<file path="config.mk">
export PLATFORM = sky130hd
export DESIGN_NAME = power_button_sequencer_top_flat
export DESIGN_NICKNAME = d
export VERILOG_FILES = /design/src/hw/rtl/pbs_pkg.sv /design/src/hw/rtl/pbs_chan_if.sv /design/src/hw/rtl/pbs_cfg.sv /design/src/hw/rtl/power_button_sequencer_top.sv /design/src/flat_wrapper.sv
export SDC_FILE = /design/constraint.sdc
export NUM_CORES = 2
export LEC_CHECK = 0
export BUFFER_PORTS_ARGS = -buffer_cell sky130_fd_sc_hd__buf_4
export CAP_MARGIN = 15
export CORE_ASPECT_RATIO = 0.9
export CORE_MARGIN = 2
export CORE_UTILIZATION = 31
export CTS_CLUSTER_DIAMETER = 120
export DETAILED_ROUTE_END_ITERATION = 6
export PLACE_DENSITY = 0.52
export SLEW_MARGIN = 20
export SYNTH_ARGS = -nofsm -noshare
export SYNTH_HDL_FRONTEND = slang
export SYNTH_HIERARCHICAL = 1
export SYNTH_SLANG_ARGS = --single-unit
</file>
<file path="constraint.sdc">
create_clock -name clk -period 16.6 [get_ports clk]
set_clock_uncertainty 0.1 [all_clocks]
set_input_delay 0.83 -clock clk [delete_from_list [all_inputs] [get_ports clk]]
set_output_delay 0.83 -clock clk [all_outputs]
set_load 0.005 [all_outputs]
</file>
<file path="src/hw/rtl/pbs_pkg.sv">
// pbs_pkg: shared types and constants for the power button sequencer.
// No dependencies; compile first.

package pbs_pkg;

	localparam int unsigned TPS_W    = 16;   // ticks per second register
	localparam int unsigned SEC_W    = 8;    // seconds registers
	localparam int unsigned SEQ_W    = 24;   // sequence tick counter, seconds * ticks
	localparam int unsigned MODE_W   = 3;
	localparam int unsigned OUT_W    = 32;   // on_time_seconds field
	localparam int unsigned CFG_IDX_W  = 3;
	localparam int unsigned CFG_DATA_W = 16;

	// Register indexes on the configuration port
	localparam logic [CFG_IDX_W-1:0] CFG_TICKS_PER_SECOND  = 3'd0;
	localparam logic [CFG_IDX_W-1:0] CFG_PRESS_SECONDS     = 3'd1;
	localparam logic [CFG_IDX_W-1:0] CFG_SHUTDOWN_TIMEOUT  = 3'd2;
	localparam logic [CFG_IDX_W-1:0] CFG_FORCE_TIMEOUT     = 3'd3;
	localparam logic [CFG_IDX_W-1:0] CFG_POWER_ON_TIMEOUT  = 3'd4;

	// Register reset values
	localparam logic [TPS_W-1:0] TPS_RST       = 16'd1000;
	localparam logic [SEC_W-1:0] PRESS_RST     = 8'd1;
	localparam logic [SEC_W-1:0] SHUTDOWN_RST  = 8'd60;
	localparam logic [SEC_W-1:0] FORCE_RST     = 8'd10;
	localparam logic [SEC_W-1:0] POWER_ON_RST  = 8'd60;

	localparam logic [SEQ_W-1:0] PRESS_TICKS_RST = SEQ_W'(1000 * 1);
	localparam logic [SEQ_W-1:0] OFF_TICKS_RST   = SEQ_W'(1000 * 60);
	localparam logic [SEQ_W-1:0] FORCE_TICKS_RST = SEQ_W'(1000 * 10);
	localparam logic [SEQ_W-1:0] ON_TICKS_RST    = SEQ_W'(1000 * 60);

	typedef enum logic [MODE_W-1:0] {
		CMD_NONE   = 3'd0,
		CMD_ON     = 3'd1,
		CMD_OFF    = 3'd2,
		CMD_FORCE  = 3'd3,
		CMD_REBOOT = 3'd4
	} cmd_t;

	typedef enum logic [1:0] {
		PH_IDLE  = 2'd0,
		PH_PRESS = 2'd1,
		PH_WAIT  = 2'd2,
		PH_FORCE = 2'd3
	} phase_t;

	// Durations in ticks, kept in step with the configuration registers
	typedef struct packed {
		logic [TPS_W-1:0] ticks_per_second;
		logic [SEQ_W-1:0] press_ticks;
		logic [SEQ_W-1:0] off_timeout_ticks;
		logic [SEQ_W-1:0] force_timeout_ticks;
		logic [SEQ_W-1:0] on_timeout_ticks;
	} timing_t;

endpackage

</file>
<file path="src/hw/rtl/pbs_chan_if.sv">
// Request channels of the power button sequencer: tick items in, results out.
// Depends on pbs_pkg.

interface pbs_item_if;
	logic                          valid;
	logic                          ready;
	logic                          sense_level;
	logic [pbs_pkg::MODE_W-1:0]    mode;

	modport source (output valid, output sense_level, output mode, input ready);
	modport sink   (input valid, input sense_level, input mode, output ready);
endinterface

interface pbs_result_if;
	logic                          valid;
	logic                          ready;
	logic                          relay_drive;
	logic                          machine_on;
	logic                          busy_res;
	logic                          done_res;
	logic                          success;
	logic [pbs_pkg::OUT_W-1:0]     on_time_seconds;

	modport source (output valid, output relay_drive, output machine_on, output busy_res,
		output done_res, output success, output on_time_seconds, input ready);
	modport sink   (input valid, input relay_drive, input machine_on, input busy_res,
		input done_res, input success, input on_time_seconds, output ready);
endinterface

</file>
<file path="src/hw/rtl/pbs_cfg.sv">
// pbs_cfg: configuration registers and the derived tick durations.
// Depends on pbs_pkg.

module pbs_cfg (
	input  logic                             clk,
	input  logic                             arst_n,
	input  logic                             cfg_we,
	input  logic [pbs_pkg::CFG_IDX_W-1:0]    cfg_index,
	input  logic [pbs_pkg::CFG_DATA_W-1:0]   cfg_wdata,
	output pbs_pkg::timing_t                 timing
);

	logic [pbs_pkg::TPS_W-1:0] tps_q, tps_d;
	logic [pbs_pkg::SEC_W-1:0] press_q, press_d;
	logic [pbs_pkg::SEC_W-1:0] off_to_q, off_to_d;
	logic [pbs_pkg::SEC_W-1:0] force_to_q, force_to_d;
	logic [pbs_pkg::SEC_W-1:0] on_to_q, on_to_d;

	logic [pbs_pkg::SEQ_W-1:0] press_ticks_q, off_ticks_q, force_ticks_q, on_ticks_q;

	always_comb begin
		tps_d      = tps_q;
		press_d    = press_q;
		off_to_d   = off_to_q;
		force_to_d = force_to_q;
		on_to_d    = on_to_q;
		if (cfg_we) begin
			unique case (cfg_index)
				pbs_pkg::CFG_TICKS_PER_SECOND: tps_d      = cfg_wdata;
				pbs_pkg::CFG_PRESS_SECONDS:    press_d    = cfg_wdata[pbs_pkg::SEC_W-1:0];
				pbs_pkg::CFG_SHUTDOWN_TIMEOUT: off_to_d   = cfg_wdata[pbs_pkg::SEC_W-1:0];
				pbs_pkg::CFG_FORCE_TIMEOUT:    force_to_d = cfg_wdata[pbs_pkg::SEC_W-1:0];
				pbs_pkg::CFG_POWER_ON_TIMEOUT: on_to_d    = cfg_wdata[pbs_pkg::SEC_W-1:0];
				default: ;
			endcase
		end
	end

	// Products are taken from the next register values so they never lag a write
	always_ff @(posedge clk or negedge arst_n) begin
		if (!arst_n) begin
			tps_q         <= pbs_pkg::TPS_RST;
			press_q       <= pbs_pkg::PRESS_RST;
			off_to_q      <= pbs_pkg::SHUTDOWN_RST;
			force_to_q    <= pbs_pkg::FORCE_RST;
			on_to_q       <= pbs_pkg::POWER_ON_RST;
			press_ticks_q <= pbs_pkg::PRESS_TICKS_RST;
			off_ticks_q   <= pbs_pkg::OFF_TICKS_RST;
			force_ticks_q <= pbs_pkg::FORCE_TICKS_RST;
			on_ticks_q    <= pbs_pkg::ON_TICKS_RST;
		end else begin
			tps_q         <= tps_d;
			press_q       <= press_d;
			off_to_q      <= off_to_d;
			force_to_q    <= force_to_d;
			on_to_q       <= on_to_d;
			press_ticks_q <= pbs_pkg::SEQ_W'(tps_d) * pbs_pkg::SEQ_W'(press_d);
			off_ticks_q   <= pbs_pkg::SEQ_W'(tps_d) * pbs_pkg::SEQ_W'(off_to_d);
			force_ticks_q <= pbs_pkg::SEQ_W'(tps_d) * pbs_pkg::SEQ_W'(force_to_d);
			on_ticks_q    <= pbs_pkg::SEQ_W'(tps_d) * pbs_pkg::SEQ_W'(on_to_d);
		end
	end

	assign timing.ticks_per_second    = tps_q;
	assign timing.press_ticks         = press_ticks_q;
	assign timing.off_timeout_ticks   = off_ticks_q;
	assign timing.force_timeout_ticks = force_ticks_q;
	assign timing.on_timeout_ticks    = on_ticks_q;

endmodule

</file>
<file path="src/hw/rtl/power_button_sequencer_top.sv">
// Channel   Dir  Contents                                            Handshake
// item      in   sense_level, mode                                   valid/ready
// result    out  relay_drive, machine_on, busy_res, done_res,        valid/ready
//                success, on_time_seconds
// cfg       in   cfg_we, cfg_index, cfg_wdata                        write enable
//
// One tick request per cycle while the result is not stalled. A request is held in
// the input register and is then evaluated into the result register.
// Sequencer state and counters move only when a request passes into the result
// register. A stalled result holds; the input register still takes one more request.
// Reset returns the registers to their documented values and the phase to idle.
// Depends on pbs_pkg, pbs_chan_if, pbs_cfg.

module power_button_sequencer_top #(
	parameter int unsigned ON_TIME_BITS = 32
) (
	input  logic                            clk,
	input  logic                            arst_n,
	pbs_item_if.sink                        item,
	pbs_result_if.source                    result,
	input  logic                            cfg_we,
	input  logic [pbs_pkg::CFG_IDX_W-1:0]   cfg_index,
	input  logic [pbs_pkg::CFG_DATA_W-1:0]  cfg_wdata
);

	pbs_pkg::timing_t timing;

	pbs_cfg u_cfg (
		.clk       (clk),
		.arst_n    (arst_n),
		.cfg_we    (cfg_we),
		.cfg_index (cfg_index),
		.cfg_wdata (cfg_wdata),
		.timing    (timing)
	);

	// Input register
	logic                         valid_s1;
	logic                         sense_s1;
	logic [pbs_pkg::MODE_W-1:0]   mode_s1;
	logic                         advance;
	logic                         in_take;

	// Sequencer state
	pbs_pkg::phase_t              phase_q, phase_d;
	pbs_pkg::cmd_t                cmd_q, cmd_d;
	logic                         reboot_q, reboot_d;
	logic [pbs_pkg::SEQ_W-1:0]    seq_q, seq_d;
	logic [pbs_pkg::TPS_W-1:0]    sub_q, sub_d;
	logic [ON_TIME_BITS-1:0]      on_sec_q, on_sec_d;

	// Result register
	logic                         out_valid_q;
	logic                         relay_q, machine_on_q, busy_q, done_q, succ_q;
	logic [pbs_pkg::OUT_W-1:0]    on_time_q;

	logic                         on;
	logic                         relay_d, done_d, succ_d, chain;
	logic [pbs_pkg::SEQ_W-1:0]    wait_limit;
	logic [pbs_pkg::TPS_W:0]      sub_inc;
	logic [pbs_pkg::OUT_W-1:0]    on_time_sat;

	assign advance    = valid_s1 && (!out_valid_q || result.ready);
	assign item.ready = !valid_s1 || advance;
	assign in_take    = item.valid && item.ready;
	assign on         = !sense_s1;

	always_ff @(posedge clk or negedge arst_n) begin
		if (!arst_n) begin
			valid_s1 <= 1'b0;
		end else if (in_take) begin
			valid_s1 <= 1'b1;
		end else if (advance) begin
			valid_s1 <= 1'b0;
		end
	end

	always_ff @(posedge clk) begin
		if (in_take) begin
			sense_s1 <= item.sense_level;
			mode_s1  <= item.mode;
		end
	end

	// Next phase; a single tick may run press -> wait -> press -> wait on a reboot
	always_comb begin
		phase_d    = phase_q;
		cmd_d      = cmd_q;
		reboot_d   = reboot_q;
		seq_d      = seq_q;
		relay_d    = 1'b0;
		done_d     = 1'b0;
		succ_d     = 1'b0;
		chain      = 1'b0;
		wait_limit = timing.force_timeout_ticks;

		if (phase_d == pbs_pkg::PH_IDLE && (mode_s1 == pbs_pkg::CMD_ON ||
				mode_s1 == pbs_pkg::CMD_OFF || mode_s1 == pbs_pkg::CMD_FORCE ||
				mode_s1 == pbs_pkg::CMD_REBOOT)) begin
			cmd_d    = pbs_pkg::cmd_t'(mode_s1);
			reboot_d = 1'b0;
			if (mode_s1 == pbs_pkg::CMD_REBOOT) begin
				if (on) begin
					cmd_d    = pbs_pkg::CMD_OFF;
					reboot_d = 1'b1;
				end else begin
					cmd_d    = pbs_pkg::CMD_ON;
				end
			end
			if ((cmd_d == pbs_pkg::CMD_ON) == on) begin
				done_d   = 1'b1;
				succ_d   = 1'b1;
				reboot_d = 1'b0;
			end else begin
				phase_d = (cmd_d == pbs_pkg::CMD_FORCE) ? pbs_pkg::PH_FORCE : pbs_pkg::PH_PRESS;
				seq_d   = '0;
			end
		end

		if (phase_d == pbs_pkg::PH_PRESS) begin
			if (seq_d < timing.press_ticks) begin
				relay_d = 1'b1;
				seq_d   = seq_d + 1'b1;
			end else begin
				phase_d = pbs_pkg::PH_WAIT;
				seq_d   = '0;
			end
		end else if (phase_d == pbs_pkg::PH_FORCE) begin
			if (!on) begin
				phase_d = pbs_pkg::PH_IDLE;
				done_d  = 1'b1;
				succ_d  = 1'b1;
			end else if (seq_d >= timing.force_timeout_ticks) begin
				phase_d = pbs_pkg::PH_IDLE;
				done_d  = 1'b1;
			end else begin
				relay_d = 1'b1;
				seq_d   = seq_d + 1'b1;
			end
		end

		if (phase_d == pbs_pkg::PH_WAIT) begin
			if (cmd_d == pbs_pkg::CMD_ON) begin
				wait_limit = timing.on_timeout_ticks;
			end else if (cmd_d == pbs_pkg::CMD_OFF) begin
				wait_limit = timing.off_timeout_ticks;
			end
			if (on == (cmd_d == pbs_pkg::CMD_ON)) begin
				if (reboot_d && cmd_d == pbs_pkg::CMD_OFF) begin
					reboot_d = 1'b0;
					cmd_d    = pbs_pkg::CMD_ON;
					phase_d  = pbs_pkg::PH_PRESS;
					seq_d    = '0;
					chain    = 1'b1;
				end else begin
					phase_d = pbs_pkg::PH_IDLE;
					done_d  = 1'b1;
					succ_d  = 1'b1;
				end
			end else if (seq_d >= wait_limit) begin
				phase_d  = pbs_pkg::PH_IDLE;
				done_d   = 1'b1;
				reboot_d = 1'b0;
			end else begin
				seq_d = seq_d + 1'b1;
			end
		end

		// Power-on half of a reboot, started in the tick the shutdown completed.
		// The machine is off here, so its wait can only time out or count.
		if (chain) begin
			if (timing.press_ticks != '0) begin
				relay_d = 1'b1;
				seq_d   = pbs_pkg::SEQ_W'(1);
			end else if (timing.on_timeout_ticks == '0) begin
				phase_d = pbs_pkg::PH_IDLE;
				done_d  = 1'b1;
			end else begin
				phase_d = pbs_pkg::PH_WAIT;
				seq_d   = pbs_pkg::SEQ_W'(1);
			end
		end
	end

	// On-time counter
	assign sub_inc = {1'b0, sub_q} + 1'b1;

	always_comb begin
		sub_d    = '0;
		on_sec_d = '0;
		if (on) begin
			on_sec_d = on_sec_q;
			if (sub_inc >= {1'b0, timing.ticks_per_second}) begin
				if (on_sec_q != '1) begin
					on_sec_d = on_sec_q + 1'b1;
				end
			end else begin
				sub_d = sub_inc[pbs_pkg::TPS_W-1:0];
			end
		end
	end

	generate
		if (ON_TIME_BITS > pbs_pkg::OUT_W) begin : g_sat
			assign on_time_sat = (|on_sec_d[ON_TIME_BITS-1:pbs_pkg::OUT_W]) ? '1
				: on_sec_d[pbs_pkg::OUT_W-1:0];
		end else begin : g_ext
			assign on_time_sat = pbs_pkg::OUT_W'(on_sec_d);
		end
	endgenerate

	always_ff @(posedge clk or negedge arst_n) begin
		if (!arst_n) begin
			phase_q  <= pbs_pkg::PH_IDLE;
			cmd_q    <= pbs_pkg::CMD_NONE;
			reboot_q <= 1'b0;
			seq_q    <= '0;
			sub_q    <= '0;
			on_sec_q <= '0;
		end else if (advance) begin
			phase_q  <= phase_d;
			cmd_q    <= cmd_d;
			reboot_q <= reboot_d;
			seq_q    <= seq_d;
			sub_q    <= sub_d;
			on_sec_q <= on_sec_d;
		end
	end

	always_ff @(posedge clk or negedge arst_n) begin
		if (!arst_n) begin
			out_valid_q <= 1'b0;
		end else if (advance) begin
			out_valid_q <= 1'b1;
		end else if (result.ready) begin
			out_valid_q <= 1'b0;
		end
	end

	always_ff @(posedge clk) begin
		if (advance) begin
			relay_q      <= relay_d;
			machine_on_q <= on;
			busy_q       <= (phase_d != pbs_pkg::PH_IDLE);
			done_q       <= done_d;
			succ_q       <= succ_d;
			on_time_q    <= on_time_sat;
		end
	end

	assign result.valid           = out_valid_q;
	assign result.relay_drive     = relay_q;
	assign result.machine_on      = machine_on_q;
	assign result.busy_res        = busy_q;
	assign result.done_res        = done_q;
	assign result.success         = succ_q;
	assign result.on_time_seconds = on_time_q;

endmodule

</file>
<file path="src/flat_wrapper.sv">
// flat-port wrapper written by rule: the top's interface ports become plain ports
module power_button_sequencer_top_flat 
#(
	parameter int unsigned ON_TIME_BITS = 32
)
  (clk, arst_n, cfg_we, cfg_index, cfg_wdata, item_valid, item_sense_level, item_mode, item_ready, result_valid, result_relay_drive, result_machine_on, result_busy_res, result_done_res, result_success, result_on_time_seconds, result_ready);
  pbs_item_if item_i ();
  pbs_result_if result_i ();
  input  logic clk;
  input  logic arst_n;
  input  logic cfg_we;
  input  logic [pbs_pkg::CFG_IDX_W-1:0] cfg_index;
  input  logic [pbs_pkg::CFG_DATA_W-1:0] cfg_wdata;
  input wire logic [$bits(item_i.valid)-1:0] item_valid;
  input wire logic [$bits(item_i.sense_level)-1:0] item_sense_level;
  input wire logic [$bits(item_i.mode)-1:0] item_mode;
  output wire logic [$bits(item_i.ready)-1:0] item_ready;
  output wire logic [$bits(result_i.valid)-1:0] result_valid;
  output wire logic [$bits(result_i.relay_drive)-1:0] result_relay_drive;
  output wire logic [$bits(result_i.machine_on)-1:0] result_machine_on;
  output wire logic [$bits(result_i.busy_res)-1:0] result_busy_res;
  output wire logic [$bits(result_i.done_res)-1:0] result_done_res;
  output wire logic [$bits(result_i.success)-1:0] result_success;
  output wire logic [$bits(result_i.on_time_seconds)-1:0] result_on_time_seconds;
  input wire logic [$bits(result_i.ready)-1:0] result_ready;
  assign item_i.valid = item_valid;
  assign item_i.sense_level = item_sense_level;
  assign item_i.mode = item_mode;
  assign item_ready = item_i.ready;
  assign result_valid = result_i.valid;
  assign result_relay_drive = result_i.relay_drive;
  assign result_machine_on = result_i.machine_on;
  assign result_busy_res = result_i.busy_res;
  assign result_done_res = result_i.done_res;
  assign result_success = result_i.success;
  assign result_on_time_seconds = result_i.on_time_seconds;
  assign result_i.ready = result_ready;
  power_button_sequencer_top #(.ON_TIME_BITS(ON_TIME_BITS)) u_core (.clk(clk), .arst_n(arst_n), .item(item_i), .result(result_i), .cfg_we(cfg_we), .cfg_index(cfg_index), .cfg_wdata(cfg_wdata));
endmodule
</file>
==> flow_results.xml <==
<?xml version="1.0" encoding="UTF-8"?>
<metrics>
  <group name="status">
    <metric name="run_status" unit="">completed</metric>
  </group>
  <group name="layout">
    <metric name="finalNetCount" unit="">4193</metric>
    <metric name="finished_layout_cell_area" unit="um^2">34350</metric>
    <metric name="final_common_cell" unit="">nor2_1</metric>
    <metric name="filler_cell_count" unit="">10230</metric>
    <metric name="area_growth" unit="%">11.03</metric>
    <metric name="sequential_cell_area" unit="um^2">6889</metric>
    <metric name="layout-drive-gt1-share" unit="">0.08974</metric>
    <metric name="diodes" unit="">0</metric>
    <metric name="multi_input_comb_area" unit="um^2">21540</metric>
    <metric name="commonest_non_fill_non_tap_cells_in_the_layout" unit="">nor2_1, inv_1, fa_1</metric>
  </group>
  <group name="synth">
    <metric name="synth_async_sr_flop_share" unit="">0.8453</metric>
    <metric name="ys_warn_count" unit="">6</metric>
    <metric name="netlist.top_cell.by_area" unit="">fa_1</metric>
    <metric name="ys_seq_area_frac" unit="">0.2227</metric>
    <metric name="number_of_standard_cells_after_synthesis" unit="">3553</metric>
    <metric name="mappedNetlistNets" unit="">4184</metric>
    <metric name="synthesis.area" unit="um^2">30940</metric>
    <metric name="synth_seq_cells" unit="">265</metric>
    <metric name="synthesis.area_per_instance" unit="um^2">8.707</metric>
    <metric name="number_of_synthesized_flops_with_an_enable_pin" unit="">41</metric>
    <metric name="yosysUniqueCellTypes" unit="">117</metric>
    <metric name="synthFlopType" unit="">dfrtp_1</metric>
    <metric name="largest_cells_by_area_after_synthesis" unit="">fa_1, dfrtp_1, ha_1</metric>
    <metric name="synthDominantCellAreaShare" unit="">0.2174</metric>
  </group>
  <group name="worst_setup_path">
    <metric name="critical_path.reg2reg.startpoint" unit="">u_core/mode_s1[2]</metric>
    <metric name="worst_path_max_delay_cell" unit="">edfxtp_1</metric>
    <metric name="end_kind" unit="">flip-flop</metric>
    <metric name="worst_path_largest_cell_delay" unit="ns">0.72</metric>
    <metric name="crit_path_cells" unit="">o21ai_1 -&gt; o311ai_4 -&gt; buf_4 -&gt; nand2_1 -&gt; ha_1 -&gt; nand2b_1 -&gt; a211oi_1 -&gt; o211ai_1 -&gt; nand2_1 -&gt; a31oi_2 -&gt; o21ai_0 -&gt; nor3_1 -&gt; ha_1 -&gt; and3_1 -&gt; a221o_1 -&gt; a31oi_1 -&gt; o21ai_0 -&gt; a21o_1 -&gt; a211oi_2 -&gt; nand4_4 -&gt; nor4_4 -&gt; a21oi_1 -&gt; or3_1</metric>
    <metric name="cp_max_fo" unit="">34</metric>
    <metric name="critical_setup_path_class" unit="">flip-flop to flip-flop</metric>
    <metric name="critical_path.startpoint_type" unit="">flip-flop</metric>
    <metric name="worst-endpoint-arrival" unit="ns">7.91</metric>
    <metric name="worstPathRequired" unit="ns">16.97</metric>
    <metric name="timing.reg2reg.setup_slack" unit="ns">9.06</metric>
    <metric name="r2r.worst_path.cells" unit="">23</metric>
    <metric name="regToRegEndpoint" unit="">u_core/seq_q[22]</metric>
  </group>
  <group name="drt">
    <metric name="drt_wl_total" unit="mm">95.79</metric>
    <metric name="remaining_drc_errors" unit="">0</metric>
    <metric name="antenna_left" unit="">0</metric>
    <metric name="avgRoutedWirePerCell" unit="um">19.47</metric>
    <metric name="dr.first_iter.drc_count" unit="">2030</metric>
    <metric name="drt_first_pass_iters" unit="">7</metric>
    <metric name="routed-via-count" unit="">24650</metric>
    <metric name="route.detailed.vias_per_inst" unit="">5.009</metric>
  </group>
  <group name="clock_tree">
    <metric name="clockBufferDepth" unit="">3</metric>
    <metric name="cts_root_buf" unit="">clkbuf_16</metric>
    <metric name="post_cts.repair.setup_buffers" unit="">0</metric>
    <metric name="cts.hold.buffers_added" unit="">0</metric>
    <metric name="numCtsBuffers" unit="">34</metric>
    <metric name="worst_setup_hold_path_clk_slew" unit="ns">0.06</metric>
    <metric name="clock_sink_count" unit="">265</metric>
    <metric name="post_cts.resized_instances" unit="">0</metric>
    <metric name="clock_insertion_delay_worst_skew" unit="ns">0.59</metric>
    <metric name="cts_tree" unit="">built</metric>
    <metric name="depth_of_the_cts_h_tree" unit="">2</metric>
  </group>
  <group name="sta">
    <metric name="fin_setup_tns" unit="ns">0</metric>
    <metric name="max_freq" unit="GHz">0.1326</metric>
    <metric name="worst_pin_slew" unit="ns">1.065</metric>
    <metric name="timing.final.max_slew_violations" unit="">0</metric>
    <metric name="finalHoldWorstSlack" unit="ns">0.1350</metric>
    <metric name="final-setup-viol-count" unit="">0</metric>
    <metric name="timing.slew.headroom" unit="">0.2759</metric>
    <metric name="timing.final.hold_violations" unit="">0</metric>
    <metric name="layout_worst_path_cycle_share" unit="">0.4542</metric>
    <metric name="period_minus_slack" unit="ns">7.540</metric>
    <metric name="grt_setup_unrepaired" unit="">no</metric>
  </group>
  <group name="die">
    <metric name="die_area" unit="um^2">102300</metric>
    <metric name="floorplan.core_area" unit="um^2">98600</metric>
    <metric name="die_w" unit="um">337.0</metric>
    <metric name="floorplan.rows" unit="">109</metric>
    <metric name="chipHeight" unit="um">303.7</metric>
    <metric name="initial_util" unit="">0.3137</metric>
    <metric name="io_pins" unit="">67</metric>
  </group>
  <group name="place">
    <metric name="gp_routability_congestion" unit="">0.9122</metric>
    <metric name="port-buffer-count" unit="">66</metric>
    <metric name="place_hpwl" unit="mm">74.28</metric>
    <metric name="placedInstanceArea" unit="um^2">33090</metric>
  </group>
  <group name="global_route">
    <metric name="grt_pass1_wl" unit="mm">150.6</metric>
    <metric name="antenna_found_initial" unit="">3</metric>
    <metric name="via_count_of_the_first_global_routing_pass" unit="">24780</metric>
    <metric name="global_route.usage.total" unit="">0.1900</metric>
    <metric name="global_route.overflow_total" unit="">0</metric>
    <metric name="grt_start_max_net_pins" unit="">99</metric>
  </group>
  <group name="run">
    <metric name="maxCapViolCount" unit="">0</metric>
  </group>
  <group name="worst_hold_path">
    <metric name="hold_path.class" unit="">input port to asynchronous set/reset pin</metric>
  </group>
</metrics>
[sequential cells by signal, indices dropped and copies added (netlist names), 2 cells and up]
| name | flops |
|---|---|
| u_core/cmd_q | 3 |
| u_core/mode_s1 | 3 |
| u_core/on_sec_q | 32 |
| u_core/phase_q | 2 |
| u_core/result.on_time_seconds | 32 |
| u_core/seq_q | 24 |
| u_core/sub_q | 16 |
| u_core/u_cfg/force_ticks_q | 24 |
| u_core/u_cfg/force_to_q | 8 |
| u_core/u_cfg/off_ticks_q | 24 |
| u_core/u_cfg/off_to_q | 8 |
| u_core/u_cfg/on_ticks_q | 24 |
| u_core/u_cfg/on_to_q | 8 |
| u_core/u_cfg/press_q | 8 |
| u_core/u_cfg/press_ticks_q | 24 |
| u_core/u_cfg/tps_q | 16 |
[cells in the mapped netlist, types with 41 or more instances]
master    number
nor2_1       594
inv_1        544
fa_1         336
nand2_1      297
ha_1         267
dfrtp_1      182
a21oi_1      125
clkbuf_1     110
mux2i_1      107
o21ai_0      105
nand3_1       82
xor2_1        61
a21o_1        59
xnor2_1       57
nand4_1       54
dfstp_2       42
edfxtp_1      41
[critical path: cells and delay by family, from the launching register on]
kind            cells  cell delay [ns]
flops               1             0.72
buf+inv             1             0.38
compound gates     12             3.31
simple gates        8             2.24
fa+ha+maj           2             0.69
[routing by layer]
metal / GRT usage / vias to the layer above / part of all wire
met1: 0.2773 / 12030 / 0.48
met3: 0.04068 / 147 / 0.075
li1: - / 11610 / -
met4: 0.05565 / 4 / 0.030
met5: 0.001891 / - / 0.00026
met2: 0.2798 / 852 / 0.42
[layout make-up]
type                            count  area share
Clock buffer                       45     0.02863
Timing Repair Buffer              121     0.02666
Tap cell                         1332     0.04852
Clock inverter                     17    0.007868
Sequential cell                   265      0.2006
Multi-Input combinational cell   2585      0.6271
Inverter                          555     0.06065
[per-stage QoR]
step | setup slack, ns | utilization | cells
2_1_floorplan | 10.23 | - | 3553
4_1_cts | 9.250 | 0.3483 | 4920
3_5_place_dp | 9.132 | 0.3356 | 4858
6_report | 9.060 | 0.3484 | 4920
5_1_grt | 8.518 | 0.3484 | 4920
3_3_place_gp | 8.830 | 0.3355 | 4858
[cell families after synthesis]
kind of cell / synth area share
AO/OA/AOI/OAI: 0.1077
XOR/XNOR: 0.03341
adder cells (fa/ha/maj): 0.3254
buffers and inverters: 0.08736
flip-flops: 0.2227
multiplexers: 0.03551
AND/OR/NAND/NOR: 0.1879
[worst max-delay path by stage]
| stage | startpoint | end | cells past startpoint |
|---|---|---|---|
| 5_1_grt | u_core/mode_s1[2] | u_core/seq_q[22] | 23 |
| 2_1_floorplan | cfg_index[1] | u_core/u_cfg/on_ticks_q[20] | 20 |
| 3_3_place_gp | cfg_index[1] | u_core/u_cfg/press_ticks_q[23] | 20 |
| 6_report | u_core/mode_s1[2] | u_core/seq_q[22] | 23 |
| 4_1_cts | u_core/mode_s1[2] | u_core/seq_q[22] | 23 |
| 3_5_place_dp | cfg_index[1] | u_core/u_cfg/press_ticks_q[23] | 20 |
Power is not shown: default switching activity piles up to over one toggle a cycle in this logic, so the estimate is an artifact.
